$ cat config.mk
export PLATFORM = sky130hd
export DESIGN_NAME = animation_frame_sequencer_unit_flat
export DESIGN_NICKNAME = d
export VERILOG_FILES = /design/src/hw/rtl/afs_pkg.sv /design/src/hw/rtl/afs_req_if.sv /design/src/hw/rtl/afs_rsp_if.sv /design/src/hw/rtl/afs_datapath.sv /design/src/hw/rtl/afs_controller.sv /design/src/hw/rtl/animation_frame_sequencer_unit.sv /design/src/flat_wrapper.sv
export SDC_FILE = /design/constraint.sdc
export NUM_CORES = 2
export LEC_CHECK = 0
export BUFFER_PORTS_ARGS = -buffer_cell sky130_fd_sc_hd__buf_2
export CORE_MARGIN = 2
export CORE_UTILIZATION = 50
export CTS_BUF_LIST = sky130_fd_sc_hd__clkbuf_8
export CTS_CLUSTER_SIZE = 12
export DETAILED_ROUTE_END_ITERATION = 10
export GPL_ROUTABILITY_DRIVEN = 0
export PLACE_DENSITY_LB_ADDON = 0.1
export SYNTH_ARGS = -nofsm -noshare
export SYNTH_HDL_FRONTEND = slang
export SYNTH_SLANG_ARGS = --single-unit
$ cat constraint.sdc
create_clock -name clock -period 10.7 [get_ports clock]
set_input_delay 0.535 -clock clock [delete_from_list [all_inputs] [get_ports clock]]
set_output_delay 0.535 -clock clock [all_outputs]
set_load 0.05 [all_outputs]
$ cat src/hw/rtl/afs_pkg.sv
// afs_pkg: widths, codes and controller/datapath handshake types for the
// animation frame sequencer. No dependencies; every other file imports it.

package afs_pkg;

   // table depth, fixed by the 6-bit frame fields
   localparam int MAX_FRAMES = 64;

   // field and internal widths
   localparam int ACTION_W   = 3;
   localparam int ELAPSED_W  = 24;
   localparam int IDX_W      = 6;
   localparam int MS_W       = 16;
   localparam int FRAME_W    = 7;
   localparam int COUNT_W    = 7;
   localparam int US_W       = 26;
   localparam int ACC_W      = 27;
   localparam int ADV_W      = 8;
   localparam int CSR_IDX_W  = 2;
   localparam int CSR_DATA_W = 16;

   // constants
   localparam logic [9:0]         US_PER_MS      = 10'd1000;
   localparam logic [US_W-1:0]    BASE_US_RESET  = 26'd100000;
   localparam logic [MS_W-1:0]    BASE_MS_RESET  = 16'd100;
   localparam logic [COUNT_W-1:0] COUNT_RESET    = 7'd1;

   typedef enum logic [ACTION_W-1:0] {
      ACT_TICK       = 3'd0,
      ACT_SET_FRAME  = 3'd1,
      ACT_PLAY       = 3'd2,
      ACT_PAUSE      = 3'd3,
      ACT_SET_BASE   = 3'd4,
      ACT_WRITE_TIME = 3'd5,
      ACT_RESTART    = 3'd6
   } action_type;

   typedef enum logic [1:0] {
      MODE_LOOP      = 2'd0,
      MODE_PING_PONG = 2'd1,
      MODE_ONCE      = 2'd2,
      MODE_STATIC    = 2'd3
   } mode_type;

   typedef enum logic [CSR_IDX_W-1:0] {
      CSR_ANIM_MODE     = 2'd0,
      CSR_FRAME_COUNT   = 2'd1,
      CSR_BASE_RESET    = 2'd2,
      CSR_START_PLAYING = 2'd3
   } csr_index_type;

   typedef enum logic [1:0] {
      ST_IDLE,
      ST_STEP,
      ST_WRAP,
      ST_DONE
   } ctl_state_type;

   // controller to datapath
   typedef struct packed {
      logic accept;     // execute the word on the request channel
      logic step;       // one advance iteration of a tick
      logic wrap;       // reduce a loop frame that is still beyond the count
      logic load_out;   // copy result into the response register
   } dp_cmd_type;

   // datapath to controller
   typedef struct packed {
      logic tick_go;      // request is a tick that has work to do
      logic take;         // accumulator covers the current frame duration
      logic at_limit;     // advance budget used up
      logic once_end;     // play once sits on its last frame
      logic wrap_more;    // loop advance leaves a frame beyond the count
      logic wrap_pending; // current frame still beyond the count
   } dp_status_type;

endpackage

$ cat src/hw/rtl/afs_req_if.sv
// afs_req_if: request channel of the frame sequencer, valid/ready plus the
// action word. Depends on afs_pkg.

interface afs_req_if import afs_pkg::*; ();
   logic                 valid;
   logic                 ready;
   logic [ACTION_W-1:0]  action;
   logic [ELAPSED_W-1:0] elapsed_us;
   logic [IDX_W-1:0]     target_idx;
   logic [MS_W-1:0]      time_ms;

   modport source (output valid, output action, output elapsed_us,
                   output target_idx, output time_ms, input ready);
   modport sink   (input valid, input action, input elapsed_us,
                   input target_idx, input time_ms, output ready);
endinterface

$ cat src/hw/rtl/afs_rsp_if.sv
// afs_rsp_if: response channel of the frame sequencer, valid/ready plus the
// result word. Depends on afs_pkg.

interface afs_rsp_if import afs_pkg::*; ();
   logic             valid;
   logic             ready;
   logic [IDX_W-1:0] shown_frame;
   logic             frame_changed;
   logic             accepted;
   logic             is_playing;

   modport source (output valid, output shown_frame, output frame_changed,
                   output accepted, output is_playing, input ready);
   modport sink   (input valid, input shown_frame, input frame_changed,
                   input accepted, input is_playing, output ready);
endinterface

$ cat src/hw/rtl/afs_datapath.sv
// afs_datapath: configuration registers, frame/timer state, duration table
// memory, the ms-to-us multiplier and the advance logic.
// Depends on afs_pkg; driven by afs_controller through dp_cmd_type.

module afs_datapath import afs_pkg::*; (
   input  logic                  clock,
   input  logic                  reset,
   input  logic                  csr_write_en,
   input  logic [CSR_IDX_W-1:0]  csr_index,
   input  logic [CSR_DATA_W-1:0] csr_wdata,
   input  logic [ACTION_W-1:0]   req_action,
   input  logic [ELAPSED_W-1:0]  req_elapsed_us,
   input  logic [IDX_W-1:0]      req_target_idx,
   input  logic [MS_W-1:0]       req_time_ms,
   input  dp_cmd_type            cmd,
   output dp_status_type         status,
   output logic [IDX_W-1:0]      out_shown_frame,
   output logic                  out_frame_changed,
   output logic                  out_accepted,
   output logic                  out_is_playing
);

   localparam int                 ADDR_W = $clog2(MAX_FRAMES);
   localparam logic [8:0]         MAX_F  = 9'(MAX_FRAMES);
   localparam logic [COUNT_W-1:0] MAX_N  = COUNT_W'(MAX_FRAMES);

   // configuration
   mode_type              mode_ff;
   logic [COUNT_W-1:0]    count_ff;
   logic [MS_W-1:0]       base_reset_ff;
   logic                  start_ff;

   // sequencer state
   logic [FRAME_W-1:0]    frame_ff, frame_in;
   logic                  down_ff, down_in;
   logic                  running_ff, running_in;
   logic [ACC_W-1:0]      accum_ff, accum_in;
   logic [US_W-1:0]       base_us_ff, base_us_in;
   logic [ADV_W-1:0]      adv_ff, adv_in;
   logic [FRAME_W-1:0]    prev_ff;
   logic                  ok_ff, ok_in;

   // duration table, stored in microseconds
   logic [US_W-1:0]       table_mem [MAX_FRAMES];
   logic [MAX_FRAMES-1:0] valid_ff;
   logic [US_W-1:0]       rd_data_ff;
   logic                  rd_valid_ff;
   logic [ADDR_W+FRAME_W-1:0] rd_wide;
   logic [ADDR_W+IDX_W-1:0]   wr_wide;
   logic [ADDR_W-1:0]     rd_addr, wr_addr;
   logic                  mem_we;

   // combinational helpers
   action_type            act;
   logic [COUNT_W-1:0]    n, n_minus1;
   logic [ADV_W-1:0]      limit;
   logic [FRAME_W-1:0]    idx7;
   logic                  set_ok, wr_ok;
   logic [MS_W-1:0]       mult_a;
   logic [US_W-1:0]       prod;
   logic [US_W-1:0]       ft;
   logic [ADV_W-1:0]      inc, dec, wrapped, step_val;
   logic                  below;
   logic [FRAME_W-1:0]    nxt_frame;
   logic                  nxt_down;
   logic                  wrap_more;
   logic [FRAME_W-1:0]    wrap_val;

   assign act  = action_type'(req_action);
   assign idx7 = {1'b0, req_target_idx};

   // effective frame count, clamped to 1..MAX_FRAMES
   always_comb begin
      if (count_ff == '0) begin
         n = COUNT_W'(1);
      end else if ({2'b00, count_ff} > MAX_F) begin
         n = MAX_N;
      end else begin
         n = count_ff;
      end
   end
   assign n_minus1 = n - COUNT_W'(1);
   assign limit    = {n, 1'b0};

   assign set_ok = idx7 < n;
   assign wr_ok  = {3'b000, req_target_idx} < MAX_F;

   // shared ms to us multiplier: table write, set base and restart
   always_comb begin
      case (act)
         ACT_WRITE_TIME: begin
            mult_a = req_time_ms;
         end
         ACT_SET_BASE: begin
            mult_a = (req_time_ms == '0) ? MS_W'(1) : req_time_ms;
         end
         default: begin
            mult_a = (base_reset_ff == '0) ? MS_W'(1) : base_reset_ff;
         end
      endcase
   end
   assign prod = {10'd0, mult_a} * {16'd0, US_PER_MS};

   // memory addressing, read follows the next frame so data lines up
   assign rd_wide = {{ADDR_W{1'b0}}, frame_in};
   assign rd_addr = rd_wide[ADDR_W-1:0];
   assign wr_wide = {{ADDR_W{1'b0}}, req_target_idx};
   assign wr_addr = wr_wide[ADDR_W-1:0];
   assign mem_we  = cmd.accept && (act == ACT_WRITE_TIME) && wr_ok;

   // duration of the current frame
   always_comb begin
      if (rd_valid_ff && (frame_ff < n) && (rd_data_ff != '0)) begin
         ft = rd_data_ff;
      end else begin
         ft = base_us_ff;
      end
   end

   // next frame for one advance
   assign inc = {1'b0, frame_ff} + ADV_W'(1);
   assign dec = {1'b0, frame_ff} - ADV_W'(1);
   assign wrapped  = inc - {1'b0, n};
   assign step_val = down_ff ? dec : inc;
   assign below    = down_ff && (frame_ff == '0);

   always_comb begin
      nxt_frame = frame_ff;
      nxt_down  = down_ff;
      wrap_more = 1'b0;
      case (mode_ff)
         MODE_LOOP: begin
            if (inc >= {1'b0, n}) begin
               nxt_frame = wrapped[FRAME_W-1:0];
               wrap_more = wrapped >= {1'b0, n};
            end else begin
               nxt_frame = inc[FRAME_W-1:0];
            end
         end
         MODE_PING_PONG: begin
            if (!below && (step_val >= {1'b0, n_minus1})) begin
               nxt_frame = n_minus1;
               nxt_down  = 1'b1;
            end else if (below || (step_val == '0)) begin
               nxt_frame = '0;
               nxt_down  = 1'b0;
            end else begin
               nxt_frame = step_val[FRAME_W-1:0];
            end
         end
         MODE_ONCE: begin
            nxt_frame = inc[FRAME_W-1:0];
         end
         default: begin
            nxt_frame = frame_ff;
         end
      endcase
   end

   assign wrap_val = frame_ff - n;

   // status towards the controller
   assign status.tick_go = (act == ACT_TICK) && (req_elapsed_us != '0) &&
                           (mode_ff != MODE_STATIC) && running_ff &&
                           (n >= COUNT_W'(2));
   assign status.take         = {1'b0, ft} <= accum_ff;
   assign status.at_limit     = adv_ff >= limit;
   assign status.once_end     = (mode_ff == MODE_ONCE) && (frame_ff >= n_minus1);
   assign status.wrap_more    = wrap_more;
   assign status.wrap_pending = frame_ff >= n;

   // next state of the sequencer
   always_comb begin
      frame_in   = frame_ff;
      down_in    = down_ff;
      running_in = running_ff;
      accum_in   = accum_ff;
      base_us_in = base_us_ff;
      adv_in     = adv_ff;
      ok_in      = ok_ff;
      if (cmd.accept) begin
         adv_in = '0;
         ok_in  = 1'b1;
         case (act)
            ACT_TICK: begin
               if (status.tick_go) begin
                  accum_in = accum_ff + ACC_W'(req_elapsed_us);
               end
            end
            ACT_SET_FRAME: begin
               ok_in = set_ok;
               if (set_ok && (idx7 != frame_ff)) begin
                  frame_in = idx7;
                  accum_in = '0;
               end
            end
            ACT_PLAY: begin
               running_in = 1'b1;
            end
            ACT_PAUSE: begin
               running_in = 1'b0;
            end
            ACT_SET_BASE: begin
               base_us_in = prod;
            end
            ACT_WRITE_TIME: begin
               ok_in = wr_ok;
            end
            ACT_RESTART: begin
               frame_in   = '0;
               down_in    = 1'b0;
               accum_in   = '0;
               base_us_in = prod;
               running_in = start_ff && (mode_ff != MODE_STATIC);
            end
            default: begin
               ok_in = 1'b0;
            end
         endcase
      end
      // one advance iteration
      if (cmd.step && status.take) begin
         if (status.at_limit) begin
            accum_in = '0;
         end else if (status.once_end) begin
            running_in = 1'b0;
            accum_in   = '0;
         end else begin
            adv_in   = adv_ff + ADV_W'(1);
            accum_in = accum_ff - {1'b0, ft};
            frame_in = nxt_frame;
            down_in  = nxt_down;
         end
      end
      if (cmd.wrap) begin
         frame_in = wrap_val;
      end
   end

   // control state and configuration
   always_ff @(posedge clock) begin
      if (reset) begin
         mode_ff       <= MODE_LOOP;
         count_ff      <= COUNT_RESET;
         base_reset_ff <= BASE_MS_RESET;
         start_ff      <= 1'b1;
         frame_ff      <= '0;
         down_ff       <= 1'b0;
         running_ff    <= 1'b1;
         accum_ff      <= '0;
         base_us_ff    <= BASE_US_RESET;
         valid_ff      <= '0;
      end else begin
         if (csr_write_en) begin
            case (csr_index_type'(csr_index))
               CSR_ANIM_MODE:     mode_ff       <= mode_type'(csr_wdata[1:0]);
               CSR_FRAME_COUNT:   count_ff      <= csr_wdata[COUNT_W-1:0];
               CSR_BASE_RESET:    base_reset_ff <= csr_wdata[MS_W-1:0];
               CSR_START_PLAYING: start_ff      <= csr_wdata[0];
               default: begin
                  start_ff <= start_ff;
               end
            endcase
         end
         frame_ff   <= frame_in;
         down_ff    <= down_in;
         running_ff <= running_in;
         accum_ff   <= accum_in;
         base_us_ff <= base_us_in;
         if (mem_we) begin
            valid_ff[wr_addr] <= 1'b1;
         end
      end
   end

   // table memory with registered read
   always_ff @(posedge clock) begin
      if (mem_we) begin
         table_mem[wr_addr] <= prod;
      end
      rd_data_ff  <= table_mem[rd_addr];
      rd_valid_ff <= valid_ff[rd_addr];
   end

   // per-word bookkeeping and the response register
   always_ff @(posedge clock) begin
      adv_ff <= adv_in;
      ok_ff  <= ok_in;
      if (cmd.accept) begin
         prev_ff <= frame_ff;
      end
      if (cmd.load_out) begin
         out_shown_frame   <= frame_ff[IDX_W-1:0];
         out_frame_changed <= frame_ff != prev_ff;
         out_accepted      <= ok_ff;
         out_is_playing    <= running_ff;
      end
   end

   // frame never points past the table
   a_frame_in_table: assert property (@(posedge clock) disable iff (reset)
      {2'b00, frame_ff} < MAX_F)
      else $error("frame beyond table depth");

   // advance count stays within the budget of a tick
   a_adv_bounded: assert property (@(posedge clock) disable iff (reset)
      cmd.step |-> adv_ff <= limit)
      else $error("advance count over limit");

   // timer only stops on pause, restart or the end of a play once run
   a_running_fall: assert property (@(posedge clock) disable iff (reset)
      $fell(running_ff) |-> $past(cmd.accept) ||
                            $past(cmd.step && (mode_ff == MODE_ONCE)))
      else $error("timer stopped without cause");

   // base duration is never zero
   a_base_nonzero: assert property (@(posedge clock) disable iff (reset)
      base_us_ff != '0)
      else $error("zero base duration");

endmodule

$ cat src/hw/rtl/afs_controller.sv
// afs_controller: state machine that accepts a word, runs the advance loop
// of a tick and hands the result to the response register.
// Depends on afs_pkg; drives afs_datapath through dp_cmd_type.

module afs_controller import afs_pkg::*; (
   input  logic          clock,
   input  logic          reset,
   input  logic          req_valid,
   output logic          req_ready,
   output logic          rsp_valid,
   input  logic          rsp_ready,
   input  dp_status_type status,
   output dp_cmd_type    cmd
);

   ctl_state_type state_ff, state_in;
   logic          out_valid_ff, out_valid_in;
   logic          slot_free;

   assign slot_free = !out_valid_ff || rsp_ready;

   // next state
   always_comb begin
      state_in = state_ff;
      case (state_ff)
         ST_IDLE: begin
            if (req_valid) begin
               state_in = status.tick_go ? ST_STEP : ST_DONE;
            end
         end
         ST_STEP: begin
            if (!status.take || status.at_limit || status.once_end) begin
               state_in = ST_DONE;
            end else if (status.wrap_more) begin
               state_in = ST_WRAP;
            end
         end
         ST_WRAP: begin
            if (!status.wrap_pending) begin
               state_in = ST_STEP;
            end
         end
         ST_DONE: begin
            if (slot_free) begin
               state_in = ST_IDLE;
            end
         end
         default: begin
            state_in = ST_IDLE;
         end
      endcase
   end

   // outputs
   always_comb begin
      req_ready    = 1'b0;
      cmd          = '0;
      case (state_ff)
         ST_IDLE: begin
            req_ready  = 1'b1;
            cmd.accept = req_valid;
         end
         ST_STEP: begin
            cmd.step = 1'b1;
         end
         ST_WRAP: begin
            cmd.wrap = status.wrap_pending;
         end
         ST_DONE: begin
            cmd.load_out = slot_free;
         end
         default: begin
            req_ready = 1'b0;
         end
      endcase
   end

   // response valid flag
   always_comb begin
      out_valid_in = out_valid_ff;
      if (cmd.load_out) begin
         out_valid_in = 1'b1;
      end else if (rsp_ready) begin
         out_valid_in = 1'b0;
      end
   end

   assign rsp_valid = out_valid_ff;

   always_ff @(posedge clock) begin
      if (reset) begin
         state_ff     <= ST_IDLE;
         out_valid_ff <= 1'b0;
      end else begin
         state_ff     <= state_in;
         out_valid_ff <= out_valid_in;
      end
   end

endmodule

$ cat src/hw/rtl/animation_frame_sequencer_unit.sv
// animation_frame_sequencer_unit: one word in, one result word out.
// Sequence: a non-tick word is accepted and then loaded into the response
// register; a tick runs the advance loop in between, with wrap steps when a
// loop frame sits beyond a lowered count; the load waits while rsp_ready is
// low. One word at a time, at most 2 * frame_count advances per tick.
// Synchronous active-high reset; table valid bits clear at once.

module animation_frame_sequencer_unit import afs_pkg::*; (
   input  logic                  clock,
   input  logic                  reset,
   input  logic                  csr_write_en,
   input  logic [CSR_IDX_W-1:0]  csr_index,
   input  logic [CSR_DATA_W-1:0] csr_wdata,
   afs_req_if.sink               req_ch,
   afs_rsp_if.source             rsp_ch
);

   dp_cmd_type    cmd;
   dp_status_type status;

   // sequencing control
   afs_controller u_ctl (
      .clock     (clock),
      .reset     (reset),
      .req_valid (req_ch.valid),
      .req_ready (req_ch.ready),
      .rsp_valid (rsp_ch.valid),
      .rsp_ready (rsp_ch.ready),
      .status    (status),
      .cmd       (cmd)
   );

   // state, table and arithmetic
   afs_datapath u_dp (
      .clock             (clock),
      .reset             (reset),
      .csr_write_en      (csr_write_en),
      .csr_index         (csr_index),
      .csr_wdata         (csr_wdata),
      .req_action        (req_ch.action),
      .req_elapsed_us    (req_ch.elapsed_us),
      .req_target_idx    (req_ch.target_idx),
      .req_time_ms       (req_ch.time_ms),
      .cmd               (cmd),
      .status            (status),
      .out_shown_frame   (rsp_ch.shown_frame),
      .out_frame_changed (rsp_ch.frame_changed),
      .out_accepted      (rsp_ch.accepted),
      .out_is_playing    (rsp_ch.is_playing)
   );

endmodule
$ cat src/flat_wrapper.sv
// flat-port wrapper written by rule: the top's interface ports become plain ports
module animation_frame_sequencer_unit_flat import afs_pkg::*;
  (clock, reset, csr_write_en, csr_index, csr_wdata, req_ch_valid, req_ch_action, req_ch_elapsed_us, req_ch_target_idx, req_ch_time_ms, req_ch_ready, rsp_ch_valid, rsp_ch_shown_frame, rsp_ch_frame_changed, rsp_ch_accepted, rsp_ch_is_playing, rsp_ch_ready);
  afs_req_if req_ch_i ();
  afs_rsp_if rsp_ch_i ();
  input  logic clock;
  input  logic reset;
  input  logic csr_write_en;
  input  logic [CSR_IDX_W-1:0] csr_index;
  input  logic [CSR_DATA_W-1:0] csr_wdata;
  input wire logic [$bits(req_ch_i.valid)-1:0] req_ch_valid;
  input wire logic [$bits(req_ch_i.action)-1:0] req_ch_action;
  input wire logic [$bits(req_ch_i.elapsed_us)-1:0] req_ch_elapsed_us;
  input wire logic [$bits(req_ch_i.target_idx)-1:0] req_ch_target_idx;
  input wire logic [$bits(req_ch_i.time_ms)-1:0] req_ch_time_ms;
  output wire logic [$bits(req_ch_i.ready)-1:0] req_ch_ready;
  output wire logic [$bits(rsp_ch_i.valid)-1:0] rsp_ch_valid;
  output wire logic [$bits(rsp_ch_i.shown_frame)-1:0] rsp_ch_shown_frame;
  output wire logic [$bits(rsp_ch_i.frame_changed)-1:0] rsp_ch_frame_changed;
  output wire logic [$bits(rsp_ch_i.accepted)-1:0] rsp_ch_accepted;
  output wire logic [$bits(rsp_ch_i.is_playing)-1:0] rsp_ch_is_playing;
  input wire logic [$bits(rsp_ch_i.ready)-1:0] rsp_ch_ready;
  assign req_ch_i.valid = req_ch_valid;
  assign req_ch_i.action = req_ch_action;
  assign req_ch_i.elapsed_us = req_ch_elapsed_us;
  assign req_ch_i.target_idx = req_ch_target_idx;
  assign req_ch_i.time_ms = req_ch_time_ms;
  assign req_ch_ready = req_ch_i.ready;
  assign rsp_ch_valid = rsp_ch_i.valid;
  assign rsp_ch_shown_frame = rsp_ch_i.shown_frame;
  assign rsp_ch_frame_changed = rsp_ch_i.frame_changed;
  assign rsp_ch_accepted = rsp_ch_i.accepted;
  assign rsp_ch_is_playing = rsp_ch_i.is_playing;
  assign rsp_ch_i.ready = rsp_ch_ready;
  animation_frame_sequencer_unit u_core (.clock(clock), .reset(reset), .csr_write_en(csr_write_en), .csr_index(csr_index), .csr_wdata(csr_wdata), .req_ch(req_ch_i), .rsp_ch(rsp_ch_i));
endmodule
# Yosys cells after proc, flatten, opt, wreduce, memory -nomap -nowiden
# Memories as Yosys holds them, arrays and structs flattened. A register that Yosys moved wholly into a read port is not among the register bits.
# Cells that the tools add are included.
# op_classes
addsub,8
multipliers,1
magnitude_cmp,14
eq_ne,26
mux,65
n_bitwise,1
n_reduce_logical,45
# op_table
operator,count
2-to-1 mux 27 bit,6
case mux 27 bit (3 select lines),1
2-to-1 mux 7 bit,11
OR 64 bit,1
2-to-1 mux 8 bit,5
logical NOT 16 bit,2
2-to-1 mux 16 bit,2
case mux 16 bit (2 select lines),1
adder 27 x 24 -> 27 bit,1
<= comparator 26 x 27 -> 1 bit,1
subtractor 27 x 26 -> 27 bit,1
2-to-1 mux 26 bit,1
nonzero test 26 bit,1
2-to-1 mux 1 bit,25
greater-or-equal comparator 8 x 7 -> 1 bit,3
nonzero test 24 bit,1
"multiplier 16 x 7 -> 23 bit, second input constant",1
case mux 7 bit (3 select lines),1
greater-or-equal comparator 7 bit,2
logical AND 1 bit,14
logical NOT 7 bit,2
"less-than comparator 6 x 7 -> 1 bit, second input constant",2
case mux 7 bit (2 select lines),1
2-to-1 mux 2 bit,6
41 further kinds,68
# word_totals
register_bits,204
ram_bits,1472
output_inout_bits,11
word_cells,183
mem_count,1
# memory_table
name,depth,width,rd,rd_clocked_by_memory_dff,wr,line_no,text
u_core.u_dp.table_mem,64,23,1,1,1,afs_datapath.sv:44,logic [US_W-1:0] table_mem [MAX_FRAMES];

# Longest topological paths before layout
# depth
depth_word,14
ltp_mapped,35

# By module
# Synthesis repeated with hierarchy kept, for this count alone.
# hier_totals
hier_cells,6155
hier_area_um2,78046.1
# modules_own_cells
module,n_inst,cells_per_inst,area_per_inst_um2,seq_area_each_um2
afs_datapath,1,6128,77832.1,48336.4
afs_controller,1,27,214.0,60.1

# Worst setup path after synthesis
# No wires, ideal clock.
# synth_timing
path_kind,in2reg
from,input req_ch_time_ms[6]
to,memory u_core.u_dp.table_mem[0][22] in the netlist's numbering (data pin)
setup_ps,568
arrival_time_ps,9361
required_ps,10132
slack_ps,772
path_stages,25
path_buffers,0
path_cell_list,nor4_1 nand4_1 nor4_1 nor3b_1 a21oi_1 inv_1 fa_1 inv_1 fa_1 inv_1 fa_1 fa_1 inv_1 ha_1 inv_1 o21bai_1 a21oi_1 o21ai_0 a21oi_1 a21oi_1 a41o_1 a21o_1 a21oi_1 o21ai_0 xnor2_1
# synth_between
elab_chain_cells,4
# synth_rtl
item,line_no,text
from (decl),flat_wrapper.sv:15,input wire logic [$bits(req_ch_i.time_ms)-1:0] req_ch_time_ms;
logical NOT 16 bit,afs_datapath.sv:95,mult_a = (req_time_ms == '0) ? MS_W'(1) : req_time_ms;
2-to-1 mux 16 bit,afs_datapath.sv:95,
case mux 16 bit (2 select lines),afs_datapath.sv:90,case (act)
via u_core.u_dp.mult_a[0],afs_datapath.sv:59,logic [MS_W-1:0] mult_a;
multiplier 16 x 7 -> 23 bit,afs_datapath.sv:102,"assign prod = {10'd0, mult_a} * {16'd0, US_PER_MS};"
via u_core.u_dp.prod[25],afs_datapath.sv:60,logic [US_W-1:0] prod;
to (decl),afs_datapath.sv:44,
# The timed path passes the listed nets, and every way through them passes these cells.

# Worst setup path after layout
# layout_timing
from,register u_core.u_dp.count_ff[6]
to,"register u_core.u_dp.rd_data_ff[10], read port of u_core.u_dp.table_mem"
# layout_between
elab_chain_cells,12
# layout_rtl
item,line_no,text
from (decl),afs_datapath.sv:29,logic [COUNT_W-1:0] count_ff;
from (signal assigned),afs_datapath.sv:257,CSR_FRAME_COUNT: count_ff <= csr_wdata[COUNT_W-1:0];
greater-than comparator 7 bit,afs_datapath.sv:76,"end else if ({2'b00, count_ff} > MAX_F) begin"
2-to-1 mux 7 bit,afs_datapath.sv:76,
2-to-1 mux 7 bit (*),afs_datapath.sv:74,if (count_ff == '0) begin
subtractor 7 x 1 -> 7 bit / less-than comparator 6 x 7 -> 1 bit (equally long branches),"afs_datapath.sv:82, afs_datapath.sv:85",
greater-or-equal comparator 8 x 7 -> 1 bit / logical AND 1 bit (equally long branches),"afs_datapath.sv:141, afs_datapath.sv:192",
logical AND 1 bit / 2-to-1 mux 7 bit (equally long branches),"afs_datapath.sv:141, afs_datapath.sv:192",
2-to-1 mux 7 bit / case mux 7 bit (2 select lines) (equally long branches),"afs_datapath.sv:141, afs_datapath.sv:184",
case mux 7 bit (3 select lines) / 2-to-1 mux 7 bit (equally long branches),"afs_datapath.sv:131, afs_datapath.sv:181",
2-to-1 mux 7 bit,afs_datapath.sv:225,end else if (status.once_end) begin
2-to-1 mux 7 bit,afs_datapath.sv:223,if (status.at_limit) begin
2-to-1 mux 7 bit,afs_datapath.sv:222,if (cmd.step && status.take) begin
2-to-1 mux 7 bit (*),afs_datapath.sv:235,if (cmd.wrap) begin
to (decl),afs_datapath.sv:46,logic [US_W-1:0] rd_data_ff;
# Mark *: on every way between the ends. The rest lies on a longest branch, timed or not.
# A chain may end at the register's enable or synchronous reset.

==> flow_summary.toml <==
[synth]
yosysTopAreaCellShare_pct = 60.99
synth_area_mm2 = 0.07331
synth_top_cells_by_count = "nand2_1, edfxtp_1, nand3_1"
async_flop_share_pct = 0
yosysWarnings = 0
synth.most_common_cell = "nand2_1"
ys_ff_latch = 1673
synth_fp_nets = 6534
synth.area.top_cells = "edfxtp_1, nand2_1, dfxtp_1"
synth-seq-area-share_pct = 66.02
synth_edf_count = 1489
synth-main-ff-cell = "edfxtp_1"
synth_cell_types = 90
synth_top_cell_by_area = "edfxtp_1"
syn_avg_cell_area_um2 = 11.73
synthCells = 6252

[global_route]
grt_use_met1_pct = 42.38
grt_max_degree = 144
gr-usage-met3_pct = 5.297
globalRouteMet2Util_pct = 45.67
grt_pass1_wl_um = 329000
antenna_found_initial = 12
grt_pass1_vias = 48625
globalRouteOverflowTotal = 0
grtUsageTotal_pct = 29.65
top_usage_layer = "met2"

[floorplan]
num_rows = 140
die_w_um = 386.9
dieArea_mm2 = 0.1497
core_mm2 = 0.1456
die_h_um = 386.9
start_util_pct = 50.36
io_pins = 83

[setup_path]
required_ns = 11.45
cp_common_cell = "buf_4"
crit_type = "reg -> reg"
critical_path_cell_count = 28
cp.arrival_ns = 10.31
crit_buf_inv = 5
slowest_stage = "o31ai_1"
critPathLaunchType = "flop"
cp_slowest_stage_delay_ns = 0.90
critPathMaxFanout = 31
cp_top_family = "compound AO/OA/AOI/OAI gates"
reg2regPathDepth = 28
critPathCaptureType = "flop"

[final_layout]
drive_above_1_share_pct = 10.94
ff_latch_area_mm2 = 0.04840
area.growth.synth_to_final_pct = 11.54
nets = 6720
layout.cells.non_filler = 8560
fillCellCount = 12235
multi_input_area_mm2 = 0.02323

[timing]
fin_crit_sh_pct = 89.40
slew_headroom_pct = 0.7132
clock_skew_ns = 0.06985
worst_slack_ns = 1.134
setup_viol = 0
min_period_ns = 9.566
slew_viol_final = 0
grt_setup_unrepaired = "no"
tns_ns = 0
hold_viol = 0
fmax_ghz = 0.1045
max_slew.worst_pin.slew_ns = 1.487

[route]
wl_per_cell_um = 26.27
post-route-drc-count = 0
via_count = 51211
routed_wirelength_um = 224800
via_per_inst = 5.983
first_pass_iters = 6
antenna_left = 0
drt_first_iter_violations = 5634

[clocking]
clkTransAtPathRegs_ns = 0.06
clk_latency_ns = 1.00
numCtsBuffers = 295
cts_tree = "built"
cts-root-buf = "clkbuf_8"
cts_sinks = 1673
cts_buffer_depth = 4
cts-htree-levels = 5

[outcome]
outcome = "completed"

[placed_design]
portBuffers = 82
dp_slack_ns = 1.297
hpwl_um = 128800
dp_cells = 8033

[hold_path]
hp-class = "in -> reg"
min_path_cells = 2

[flow_run]
cap_violations = 0
flip-flops by register name (all words and copies together), names as in the netlist, 6 cells and up:
register                     flops
u_core.u_dp.frame_ff             7
u_core.u_dp.base_us_ff          23
u_core.u_dp.base_reset_ff       16
u_core.u_dp.valid_ff            64
u_core.u_dp.count_ff             7
u_core.u_dp.rd_data_ff          23
u_core.u_dp.adv_ff               8
u_core.u_dp.table_mem         1472
u_core.u_dp.accum_ff            27
u_core.u_dp.out_shown_frame      6
u_core.u_dp.prev_ff              7
cell families after synthesis:
| family | count (synthesis) | synth area share [%] |
|---|---|---|
| multiplexers | 120 | 1.652 |
| AND/OR/NAND/NOR | 2852 | 16.62 |
| XOR/XNOR | 93 | 1.111 |
| AO/OA/AOI/OAI | 786 | 7.469 |
| flip-flops | 1673 | 66.02 |
| buffers and inverters | 518 | 2.954 |
| adder cells (fa/ha/maj) | 210 | 4.178 |
layout by cell type (no fill, tap or decap), drive strengths merged, types with 52 or more instances in the layout:
cell type     n
fa           58
nand2      1706
inv         251
buf         238
mux2i       112
a311oi       96
o21ai        82
edfxtp     1489
dfxtp       184
and3        106
ha          152
clkbuf      312
xnor2        55
a31oi        62
o22ai        52
clkinv       71
nor2        339
nand3       489
o31ai        56
a21oi       180
a32oi        52
metrics by stage:
step / hold slack (ns) / utilization [%] / instance area, um^2
global placement: 0.4258 / 52.47 / 76380
floorplan: 0.4003 / - / 73310
global route: 0.04825 / 56.17 / 81760
detailed placement: 0.4292 / 52.47 / 76380
finish: 0.06000 / 56.17 / 81770
CTS: 0.002887 / 56.15 / 81730
metal layers:
layer  wire length [um]  part of all wire, %
met3              20100                  8.9
met2             102200                   45
met1              94460                   42
met4               8053                  3.6
met5                 13               0.0058
worst reg2reg max path, delay by kind of cell (launching register included):
kind                     cells  cell delay (ns)
AO/OA/AOI/OAI               12             3.64
buffers and inverters        5             1.87
multiplexers                 1             0.24
adder cells (fa/ha/maj)      2             0.64
AND/OR/NAND/NOR              8             2.42
flip-flops                   1             0.52
path summary, 6_finish.rpt:
kind	startpoint	endpoint	slack, ns
min reg2reg	u_core.u_dp.ok_ff	u_core.u_dp.out_accepted	0.44
max reg2reg	u_core.u_dp.count_ff[6]	u_core.u_dp.rd_data_ff[10]	1.13
max	u_core.u_dp.count_ff[6]	u_core.u_dp.rd_data_ff[10]	1.13
min	reset	u_core.u_dp.accum_ff[3]	0.06
repair_timing:
action,4_1_cts,5_1_grt
endpoints found under the hold margin,31,0
resized for setup,0,0
hold buffers,24,0
buffers inserted,0,0
layout make-up:
class / instances / share of cell area, %
Antenna cell: 4 / 0.01224
Clock buffer: 312 / 5.252
Clock inverter: 186 / 1.001
Inverter: 145 / 0.6656
Multi-Input combinational cell: 4061 / 28.41
Sequential cell: 1673 / 59.19
Tap cell: 1917 / 2.933
Timing Repair Buffer: 262 / 2.536
Power is left out: the tool's default activity adds up to more than one toggle a clock period on the data nets, which glitch-free logic cannot reach.
